## src/rtl/hex_record_data_extractor_assert.svh

```systemverilog
// Assertion macros for the hex record data extractor.
`ifndef HEX_RECORD_DATA_EXTRACTOR_ASSERT_SVH
`define HEX_RECORD_DATA_EXTRACTOR_ASSERT_SVH

`ifndef SYNTHESIS
// Concurrent check, disabled while in reset.
`define HRDE_ASSERT(lbl, clk, rstn, prop) \
	lbl: assert property (@(posedge clk) disable iff (!rstn) (prop)) \
		else $error("hrde assertion failed");
// Antecedent in one cycle, consequent in the next.
`define HRDE_ASSERT_NEXT(lbl, clk, rstn, ante, cons) \
	lbl: assert property (@(posedge clk) disable iff (!rstn) (ante) |=> (cons)) \
		else $error("hrde assertion failed");
`else
`define HRDE_ASSERT(lbl, clk, rstn, prop)
`define HRDE_ASSERT_NEXT(lbl, clk, rstn, ante, cons)
`endif

`endif

```

## src/rtl/hrde_pkg.sv

```systemverilog
// Types, constants and the digit decoder for the hex record data extractor.
package hrde_pkg;

	localparam logic [7:0] CHAR_COLON  = 8'h3A;
	localparam logic [7:0] CHAR_ZERO   = 8'h30;
	localparam logic [7:0] CHAR_NINE   = 8'h39;
	localparam logic [7:0] CHAR_UP_A   = 8'h41;
	localparam logic [7:0] CHAR_UP_F   = 8'h46;
	localparam logic [7:0] CHAR_LOW_A  = 8'h61;
	localparam logic [7:0] CHAR_LOW_F  = 8'h66;
	localparam logic [7:0] CASE_MASK   = 8'h5F;
	localparam logic [7:0] DIGIT_TEN   = 8'd10;
	localparam logic [7:0] FULL_RECORD = 8'h10;
	localparam logic [7:0] SKIP_LENGTH = 8'd2;

	typedef enum logic [3:0] {
		PH_WAIT,
		PH_LEN,
		PH_ADDR,
		PH_TYPE,
		PH_DATA,
		PH_CHK
	} phase_t;

	// Case-insensitive hex digit; anything else decodes as zero.
	function automatic logic [3:0] hex_nibble(input logic [7:0] c);
		logic [7:0] v;
		logic [7:0] d;
		v = c;
		d = 8'd0;
		if (v >= CHAR_LOW_A && v <= CHAR_LOW_F)
			v = v & CASE_MASK;
		if (v >= CHAR_UP_A && v <= CHAR_UP_F)
			d = v - CHAR_UP_A + DIGIT_TEN;
		else if (v >= CHAR_ZERO && v <= CHAR_NINE)
			d = v - CHAR_ZERO;
		return d[3:0];
	endfunction

endpackage

```

## src/rtl/hrde_if.sv

```systemverilog
// Valid/ready channel interfaces: character stream in, image bytes out.
interface hrde_char_if;
	logic       valid;
	logic       ready;
	logic [7:0] ch;

	modport source (output valid, output ch, input ready);
	modport sink   (input valid, input ch, output ready);
endinterface

interface hrde_byte_if;
	logic        valid;
	logic        ready;
	logic [7:0]  data_byte;
	logic        data_valid;
	logic        image_end;
	logic [15:0] flash_base;

	modport source (output valid, output data_byte, output data_valid,
		output image_end, output flash_base, input ready);
	modport sink   (input valid, input data_byte, input data_valid,
		input image_end, input flash_base, output ready);
endinterface

```

## src/rtl/hex_record_data_extractor.sv

```systemverilog
// Hex record data extractor: parses an ASCII hex record stream into image bytes.
//
//   channel  direction  payload                                           per beat
//   chars    sink       ch[7:0]                                           one character
//   image    source     data_byte, data_valid, image_end, flash_base     zero or one result
//
// One character per cycle while the image channel is not stalled; a result is offered
// after its character passes the input register, then the result register.
// The parse state updates when a character leaves the input register.
// A stalled image channel holds the result register; the input register keeps
// taking a new character in the cycle that the pending result is taken.
// Reset clears the parser to wait for the first record start.
`include "hex_record_data_extractor_assert.svh"

module hex_record_data_extractor (
	input  logic        clk,
	input  logic        arst_n,
	hrde_char_if.sink   chars,
	hrde_byte_if.source image
);
	import hrde_pkg::*;

	logic [7:0]  ch_s1;
	logic        valid_s1;

	phase_t      phase_q, phase_d;
	logic [3:0]  high_nibble_q, high_nibble_d;
	logic        toggle_q, toggle_d;
	logic [7:0]  rec_len_q, rec_len_d;
	logic [7:0]  bytes_seen_q, bytes_seen_d;
	logic        first_q, first_d;
	logic [15:0] base_q, base_d;
	logic        finished_q, finished_d;

	logic        out_valid_q;
	logic [7:0]  data_byte_q;
	logic        data_valid_q;
	logic        image_end_q;
	logic [15:0] flash_base_q;

	logic        advance;
	logic [3:0]  nib;
	logic [7:0]  cur_byte;
	logic [7:0]  seen_inc;
	logic [8:0]  seen_wide;
	logic        is_colon;
	logic        is_low_digit;
	logic        last_short;

	logic        emit;
	logic [7:0]  emit_byte;
	logic        emit_dvalid;
	logic        emit_end;

	assign advance      = valid_s1 && (!out_valid_q || image.ready);
	assign chars.ready  = !valid_s1 || advance;

	assign nib          = hex_nibble(ch_s1);
	assign cur_byte     = {high_nibble_q, nib};
	assign seen_inc     = bytes_seen_q + 8'd1;
	assign seen_wide    = {1'b0, bytes_seen_q} + 9'd1;
	assign is_colon     = (ch_s1 == CHAR_COLON);
	// second digit of a byte inside a record
	assign is_low_digit = !finished_q && !is_colon && phase_q != PH_WAIT && toggle_q;
	assign last_short   = rec_len_q < FULL_RECORD && seen_wide == {1'b0, rec_len_q};

	always_ff @(posedge clk or negedge arst_n) begin
		if (!arst_n) begin
			valid_s1 <= 1'b0;
		end else if (chars.ready) begin
			valid_s1 <= chars.valid;
		end
	end

	always_ff @(posedge clk) begin
		if (chars.valid && chars.ready)
			ch_s1 <= chars.ch;
	end

	// next parse state
	always_comb begin
		phase_d       = phase_q;
		high_nibble_d = high_nibble_q;
		toggle_d      = toggle_q;
		rec_len_d     = rec_len_q;
		bytes_seen_d  = bytes_seen_q;
		first_d       = first_q;
		base_d        = base_q;
		finished_d    = finished_q;
		if (!finished_q) begin
			if (is_colon) begin
				phase_d      = PH_LEN;
				toggle_d     = 1'b0;
				bytes_seen_d = 8'd0;
			end else if (phase_q != PH_WAIT) begin
				if (!toggle_q) begin
					high_nibble_d = nib;
					toggle_d      = 1'b1;
				end else begin
					toggle_d = 1'b0;
					case (phase_q)
						PH_LEN: begin
							rec_len_d    = cur_byte;
							bytes_seen_d = 8'd0;
							phase_d      = PH_ADDR;
						end
						PH_ADDR: begin
							if (seen_inc >= 8'd2) begin
								bytes_seen_d = 8'd0;
								phase_d      = PH_TYPE;
							end else begin
								bytes_seen_d = seen_inc;
							end
						end
						PH_TYPE: begin
							bytes_seen_d = 8'd0;
							if (rec_len_q == 8'd0) begin
								phase_d = PH_CHK;
								if (first_q)
									first_d = 1'b0;
								else
									finished_d = 1'b1;
							end else begin
								phase_d = PH_DATA;
							end
						end
						PH_DATA: begin
							if (first_q) begin
								if (bytes_seen_q == 8'd0)
									base_d[15:8] = cur_byte;
								else if (bytes_seen_q == 8'd1)
									base_d[7:0] = cur_byte;
							end else if (rec_len_q != SKIP_LENGTH && last_short) begin
								finished_d = 1'b1;
							end
							bytes_seen_d = seen_inc;
							if (seen_inc >= rec_len_q) begin
								phase_d = PH_CHK;
								first_d = 1'b0;
							end
						end
						PH_CHK: begin
							phase_d = PH_WAIT;
						end
						default: begin
							phase_d = PH_WAIT;
						end
					endcase
				end
			end
		end
	end

	// result of the current character
	always_comb begin
		emit        = 1'b0;
		emit_byte   = 8'd0;
		emit_dvalid = 1'b0;
		emit_end    = 1'b0;
		if (is_low_digit) begin
			case (phase_q)
				PH_TYPE: begin
					if (rec_len_q == 8'd0 && !first_q) begin
						emit     = 1'b1;
						emit_end = 1'b1;
					end
				end
				PH_DATA: begin
					if (!first_q && rec_len_q != SKIP_LENGTH) begin
						emit        = 1'b1;
						emit_byte   = cur_byte;
						emit_dvalid = 1'b1;
						emit_end    = last_short;
					end
				end
				default: begin
					emit = 1'b0;
				end
			endcase
		end
	end

	always_ff @(posedge clk or negedge arst_n) begin
		if (!arst_n) begin
			phase_q       <= PH_WAIT;
			high_nibble_q <= 4'd0;
			toggle_q      <= 1'b0;
			rec_len_q     <= 8'd0;
			bytes_seen_q  <= 8'd0;
			first_q       <= 1'b1;
			base_q        <= 16'd0;
			finished_q    <= 1'b0;
		end else if (advance) begin
			phase_q       <= phase_d;
			high_nibble_q <= high_nibble_d;
			toggle_q      <= toggle_d;
			rec_len_q     <= rec_len_d;
			bytes_seen_q  <= bytes_seen_d;
			first_q       <= first_d;
			base_q        <= base_d;
			finished_q    <= finished_d;
		end
	end

	always_ff @(posedge clk or negedge arst_n) begin
		if (!arst_n) begin
			out_valid_q <= 1'b0;
		end else if (advance) begin
			out_valid_q <= emit;
		end else if (image.ready) begin
			out_valid_q <= 1'b0;
		end
	end

	always_ff @(posedge clk) begin
		if (advance && emit) begin
			data_byte_q  <= emit_byte;
			data_valid_q <= emit_dvalid;
			image_end_q  <= emit_end;
			flash_base_q <= base_q;
		end
	end

	assign image.valid      = out_valid_q;
	assign image.data_byte  = data_byte_q;
	assign image.data_valid = data_valid_q;
	assign image.image_end  = image_end_q;
	assign image.flash_base = flash_base_q;

	`HRDE_ASSERT_NEXT(a_nothing_after_end, clk, arst_n, out_valid_q && image_end_q && image.ready, !out_valid_q)
	`HRDE_ASSERT(a_end_sets_finished, clk, arst_n, !(out_valid_q && image_end_q) || finished_q)
	`HRDE_ASSERT(a_empty_result_is_end, clk, arst_n, !(out_valid_q && !data_valid_q) || (image_end_q && data_byte_q == 8'd0))
	`HRDE_ASSERT(a_wait_expects_high_digit, clk, arst_n, phase_q != PH_WAIT || !toggle_q)
	`HRDE_ASSERT_NEXT(a_base_fixed_after_first, clk, arst_n, !first_q, $stable(base_q))

endmodule

```

## src/flat_wrapper.sv

```systemverilog
// flat-port wrapper written by rule: the top's interface ports become plain ports
module hex_record_data_extractor_flat import hrde_pkg::*;
  (clk, arst_n, chars_valid, chars_ch, chars_ready, image_valid, image_data_byte, image_data_valid, image_image_end, image_flash_base, image_ready);
  hrde_char_if chars_i ();
  hrde_byte_if image_i ();
  input  logic clk;
  input  logic arst_n;
  input wire logic [$bits(chars_i.valid)-1:0] chars_valid;
  input wire logic [$bits(chars_i.ch)-1:0] chars_ch;
  output wire logic [$bits(chars_i.ready)-1:0] chars_ready;
  output wire logic [$bits(image_i.valid)-1:0] image_valid;
  output wire logic [$bits(image_i.data_byte)-1:0] image_data_byte;
  output wire logic [$bits(image_i.data_valid)-1:0] image_data_valid;
  output wire logic [$bits(image_i.image_end)-1:0] image_image_end;
  output wire logic [$bits(image_i.flash_base)-1:0] image_flash_base;
  input wire logic [$bits(image_i.ready)-1:0] image_ready;
  assign chars_i.valid = chars_valid;
  assign chars_i.ch = chars_ch;
  assign chars_ready = chars_i.ready;
  assign image_valid = image_i.valid;
  assign image_data_byte = image_i.data_byte;
  assign image_data_valid = image_i.data_valid;
  assign image_image_end = image_i.image_end;
  assign image_flash_base = image_i.flash_base;
  assign image_i.ready = image_ready;
  hex_record_data_extractor u_core (.clk(clk), .arst_n(arst_n), .chars(chars_i), .image(image_i));
endmodule
```

## config.mk

```make
export PLATFORM = sky130hd
export DESIGN_NAME = hex_record_data_extractor_flat
export DESIGN_NICKNAME = d
export VERILOG_FILES = /design/src/rtl/hrde_pkg.sv /design/src/rtl/hrde_if.sv /design/src/rtl/hex_record_data_extractor.sv /design/src/flat_wrapper.sv
export VERILOG_INCLUDE_DIRS = /design/src /design/src/rtl
export SDC_FILE = /design/constraint.sdc
export NUM_CORES = 1
export LEC_CHECK = 0
export ABC_CLOCK_PERIOD_IN_PS = 7400
export BUFFER_PORTS_ARGS = -buffer_cell sky130_fd_sc_hd__buf_2
export CORE_MARGIN = 1
export CORE_UTILIZATION = 63
export DETAILED_ROUTE_END_ITERATION = 10
export GPL_TIMING_DRIVEN = 0
export PLACE_DENSITY_LB_ADDON = 0.05
export SLEW_MARGIN = 10
export SYNTH_ARGS = -nofsm -noshare
export SYNTH_HDL_FRONTEND = slang
export SYNTH_SLANG_ARGS = --single-unit
```

## constraint.sdc

```tcl
create_clock -name clk -period 7.4 [get_ports clk]
set_input_delay 1.85 -clock clk [delete_from_list [all_inputs] [get_ports clk]]
set_output_delay 1.85 -clock clk [all_outputs]
set_load 0.05 [all_outputs]
```

# Word level (Yosys, flattened, before mapping)
# Cells that the tools add are included.
[totals]
regBits = 79
latch_bits = 0
mem_bits_rw = 0
mem_bits_ro = 0
inputBits = 12
out_inout_bits = 28
word_cells = 123
n_memories = 0
[op_classes]
addsub = 5
n_mul = 0
n_div = 0
n_lt_le_gt_ge = 9
eq_ne = 12
shift = 0
n_mux = 38
bitwise = 4
n_reduce_logical = 39
[op_table]
columns = ["operator", "n"]
rows = [
  ["8-bit two-way mux", 5],
  ["4-bit two-way mux", 7],
  ["8-bit one-hot mux with 3 select lines", 1],
  ["1-bit two-way mux", 20],
  ["8-bit by 7-bit greater-or-equal comparator with 1-bit output, second input constant", 2],
  ["8-bit by 7-bit <= comparator with 1-bit output, second input constant", 2],
  ["8-bit zero test", 2],
  ["4-bit one-hot mux with 4 select lines", 1],
  ["8-bit AND reduction", 2],
  ["1-bit logical AND", 13],
  ["6-bit AND reduction", 2],
  ["5-bit AND reduction", 2],
  ["8-bit by 1-bit adder with 9-bit output, second input constant", 1],
  ["9-bit by 8-bit == test with 1-bit output", 1],
  ["9-bit AND reduction", 1],
  ["8-bit by 1-bit adder with 8-bit output, second input constant", 1],
  ["4-bit by 2-bit == test with 1-bit output, second input constant", 2],
  ["8-bit by 1-bit == test with 1-bit output, second input constant", 1],
  ["8-bit by 6-bit == test with 1-bit output, second input constant", 1],
  ["8-bit by 2-bit greater-or-equal comparator with 1-bit output, second input constant", 1],
  ["8-bit by 6-bit greater-or-equal comparator with 1-bit output, second input constant", 1],
  ["8-bit greater-or-equal comparator", 1],
  ["8-bit by 6-bit <= comparator with 1-bit output, second input constant", 1],
  ["8-bit by 5-bit < comparator with 1-bit output, second input constant", 1],
  ["16 further kinds", 35],
]

# Depth between registers and ports, before layout
[logic_depth]
depth_word = 11
ltp_mapped = 12
ltp_nobuf = 11

# Worst setup path after synthesis
# No wires, ideal clock.
[synth_path]
path_kind = "input port to flip-flop"
startpoint = "in image_ready"
endpoint = "reg u_core.data_byte_q[0] (netlist: u_core.image.data_byte[0]), enable pin"
setup_time_ns = 0.442
arrival_ns = 3.875
required_ns = 6.958
slack_ns = 3.083
cell_stages = 3
n_path_buf = 0
cell_sequence = "nand2b_1 > nand2_1 > nor3_1"
[synth_via]
elab_chain_len = 3
[synth_rtl]
columns = ["element", "line", "text"]
rows = [
  ["start, declared", "flat_wrapper.sv:16", "input wire logic [$bits(image_i.ready)-1:0] image_ready;"],
  ["1-bit logical OR", "hex_record_data_extractor.sv:55", "assign advance = valid_s1 && (!out_valid_q || image.ready);"],
  ["1-bit logical AND", "hex_record_data_extractor.sv:55", ""],
  ["1-bit logical AND", "hex_record_data_extractor.sv:216", "if (advance && emit) begin"],
  ["end signal, assigned", "hex_record_data_extractor.sv:217", "data_byte_q <= emit_byte;"],
  ["end, declared", "hex_record_data_extractor.sv:36", "logic [7:0] data_byte_q;"],
]
# No other way between the ends.
# A chain may end at the register's enable or synchronous reset.

# Worst setup path after layout
[layout_path]
startpoint = "in image_ready"
endpoint = "out chars_ready"
[layout_via]
elab_chain_len = 3
[layout_rtl]
columns = ["element", "line", "text"]
rows = [
  ["1-bit logical OR", "hex_record_data_extractor.sv:55", ""],
  ["1-bit logical AND", "hex_record_data_extractor.sv:55", ""],
  ["1-bit logical OR", "hex_record_data_extractor.sv:56", "assign chars.ready = !valid_s1 || advance;"],
  ["end, declared", "flat_wrapper.sv:10", "output wire logic [$bits(chars_i.ready)-1:0] chars_ready;"],
]
# No other way between the ends.

==> key figures <==
CTS
  – Clock Path Buffers: 2
  – PostCTS Resize Cnt: 0
  – Worst-path clk slew: 90 ps
  – Setup bufs post-CTS: 0
  – # hold bufs at CTS: 0
  – Skew-Pair Late Insertion Delay: 360 ps
  – Htree depth: 3
  – CTS tree: yes
  – CTS Buf Count: 9
  – CTS root buffer: clkbuf_8
  – Clock sink count: 78

Drt
  – Antenna-violating nets left: 0
  – DRT Wirelength: 7790 um
  – Drt pass-1 iters: 5
  – Detail-routed via count per cell: 6.07
  – Drt drc: 0
  – Starting DRT DRC Count: 224
  – Total number of vias: 2750
  – DR WL/cell: 17.2 um

Power
  – P_leak: 1.75 nW
  – VDD IR max: 230 uV
  – P_sw: 0.000392 W
  – Reg power frac: 46.6%
  – Cell Int Power: 0.000748 W
  – P per Cell Area: 267 nW/um^2
  – Clk network pwr share: a little under a third
  – Sw frac: 34.4%
  – Comb power frac: 23.3%

STA
  – Final hold slack: 441 ps
  – RSZ-0062 raised after global routing: no
  – Final setup viols: 0
  – Final Critical Period: 4380 ps
  – Final period util: 59.2%
  – Worst slew margin: ~29%
  – Max frequency: 228 MHz
  – Max Slew Vio Count: 0
  – Worst slew pin tran: 1050 ps
  – Worst Skew: between 9 and 10 ps
  – Fin. Hold Viols: 0
  – Final setup TNS: 0 ps

Yosys
  – Yosys warns: 0
  – Primary FF master, synth: dfrtp_1
  – Synthesized flop and latch total: 78
  – Net count after synthesis: 352
  – Post-synth ARST share: 56.4%
  – Simple-gate share of the synthesized area: 18.0%
  – Largest family of logic cells by synthesized area: simple AND/OR/NAND/NOR gates
  – Cell Area, Synth: 3750 um^2
  – Synth Area in Compound Gates: 10.4%
  – Synth Area in XOR/XNOR: 1.17%
  – Adder-cell area share of the yosys netlist: 5.34%
  – EDFF count, synth: 34
  – Mux cell area share after synthesis: roughly 5.4%
  – Syn Area/Cell: 11.6 um^2
  – Post-Syn Instances: about 320
  – Sequential element share of the synthesized area: 56.6%
  – Post-synthesis cell type count: 50

GRT
  – First-pass GRT wire length: approximately 13000 um
  – Gr ovfl total: 0
  – Largest net degree at the start of global routing: 45
  – Initial antenna violation count: 0
  – Vias in the first global route: 2681
  – Overall Global Routing Usage: 27.6%

Worst setup path
  – Reg2reg path depth: 11
  – Startpoint types: primary input
  – Critical Setup Path Class: in2out
  – CP arrival: 2530 ps
  – Critical Path Fanout Max: 3
  – Reg-to-reg startpoint: u_core.bytes_seen_q[0]
  – Worst Path Required: 5550 ps
  – Reg2Reg Setup Slack: about 4300 ps
  – CP startpoint: image_ready
  – Critical Path End: chars_ready
  – R2r endpoint: u_core.phase_q[2]
  – Crit end category: output pin

Finish
  – Fraction of layout cells with a size suffix above 1: 23.4%
  – Most frequent cells in the layout: dfrtp_1, buf_2, edfxtp_1
  – Area delta synth->final: 13.7%
  – Diode count: 0
  – Final instance area: 4270 um^2
  – Fillers: 391
  – Most common cell after layout, fill and taps aside: dfrtp_1
  – Fin cells: 453
  – Fin nets: between 400 and 500
  – Util after Layout: 76.1%

Floorplan
  – I/O pins: 40
  – Die area: 6270 um^2
  – Core Region: 5610 um^2
  – Die W: 79.2 um
  – Initial Util: 66.9%
  – Row cnt: 27
  – Die Y: 79.2 um

Run status
  – Status: complete, no violations

Place
  – GP Congestion: 0.869
  – DP HPWL: 5320 um
  – DP Cell Count: 437
  – # port buffers: 39
  – Post-DP Area: 4060 um^2

Flow run
  – Max_cap viols: 0

Hold path
  – Hold/Removal Path Class: reg2reg
-- state kept, by name, summed over array words and instances (netlist names), 3 cells and up --
signal / count
u_core.high_nibble_q: 4
u_core.base_q: 16
u_core.image.flash_base: 16
u_core.ch_s1: 8
u_core.rec_len_q: 8
u_core.bytes_seen_q: 8
u_core.image.data_byte: 8
u_core.phase_q: 3
-- logic make-up (layout without fill, tap and decap cells) --
| family | Yosys count | in the layout |
|---|---|---|
| simple gates | 118 | 118 |
| flops | 78 | 78 |
| compound gates | 61 | 61 |
| buf+inv | 28 | 85 |
| mux | 18 | 18 |
| fa+ha+maj | 16 | 16 |
| xor+xnor | 5 | 5 |
-- Yosys cell counts (all sizes together) (2+ instances only) --
| library cell | instances | area (um^2) |
|---|---|---|
| a211oi | 3 | 22.5 |
| a21oi | 8 | 40.0 |
| a22o | 5 | 43.8 |
| a31oi | 4 | 25.0 |
| and2 | 8 | 50.1 |
| and3 | 6 | 38.8 |
| buf | 3 | 21.3 |
| clkbuf | 9 | 33.8 |
| dfrtp | 43 | 1080 |
| edfxtp | 34 | 1020 |
| ha | 16 | 200 |
| inv | 16 | 60.1 |
| mux2 | 18 | 203 |
| nand2 | 30 | 113 |
| nand2b | 5 | 31.3 |
| nand3 | 11 | 55.1 |
| nand3b | 3 | 22.5 |
| nand4 | 7 | 50.1 |
| nor2 | 14 | 52.6 |
| nor3 | 9 | 45.0 |
| nor3b | 3 | 27.5 |
| nor4 | 8 | 86.3 |
| nor4b | 2 | 17.5 |
| o211ai | 5 | 37.5 |
| o21a | 2 | 15.0 |
| o21ai | 22 | 110 |
| o21bai | 3 | 22.5 |
| o31ai | 3 | 22.5 |
| or2 | 2 | 12.5 |
| or3 | 4 | 25.0 |
| or4 | 2 | 15.0 |
| xnor2 | 4 | 35.0 |
-- worst min-delay path by stage --
stage / startpoint / to / slack (ps) / depth (start not counted)
3_3_place_gp: u_core.base_q[6] / u_core.image.flash_base[6] / 430 / 0
3_5_place_dp: u_core.base_q[1] / u_core.image.flash_base[1] / 430 / 0
6_report: u_core.base_q[1] / u_core.image.flash_base[1] / 440 / 0
4_1_cts: u_core.base_q[1] / u_core.image.flash_base[1] / 450 / 0
2_1_floorplan: u_core.base_q[0] / u_core.image.flash_base[0] / 420 / 0
5_1_grt: u_core.base_q[1] / u_core.image.flash_base[1] / 460 / 0
-- power by group through the flow --
| stage | Clock, W | Sequential, W | Combinational [W] |
|---|---|---|---|
| after floorplan | 0 | 0.000555 | 0.000172 |
| after global placement | 0 | 0.000537 | 0.000248 |
| after detailed placement | 0 | 0.000539 | 0.000260 |
| after CTS | 0.000346 | 0.000530 | 0.000261 |
| after global routing | 0.000363 | 0.000536 | 0.000294 |
| final | 0.000343 | 0.000531 | 0.000265 |
-- metal layers --
| layer | up-vias | part of all wire [%] | GRT usage, % |
|---|---|---|---|
| met2 | 116 | 50 | 45.7 |
| met5 | - | 0 | 0 |
| li1 | 1294 | - | - |
| met1 | 1325 | 42 | 35.6 |
| met4 | 0 | 2.0 | 10.4 |
| met3 | 15 | 6.8 | 6.21 |
-- final cells by class --
type | count | area, um^2 | share of cell area, %
plain buffers | 12 | 55.1 | 1.29
clock buffers | 9 | 124 | 2.90
clock inverters | 7 | 86.3 | 2.02
inverters | 16 | 60.1 | 1.41
multi-input cells | 218 | 1520 | 35.6
flip-flops and latches | 78 | 2120 | 49.8
well taps | 72 | 90.1 | 2.11
repair buffers | 41 | 210 | 4.93
-- critical path, cell delays in order --
cell,delay [ps]
buf_2,110
nor2b_1,220
nand2_1,130
buf_2,230
-- stage by stage --
step | setup slack (ps) | total power (W)
4_1_cts | 3020 | 0.00114
2_1_floorplan | 3080 | 0.000727
5_1_grt | 2960 | 0.00119
3_5_place_dp | 3040 | 0.000798
6_report | 3020 | 0.00114
3_3_place_gp | 2390 | 0.000785
Note: power is estimated with default switching activity, not from simulation.
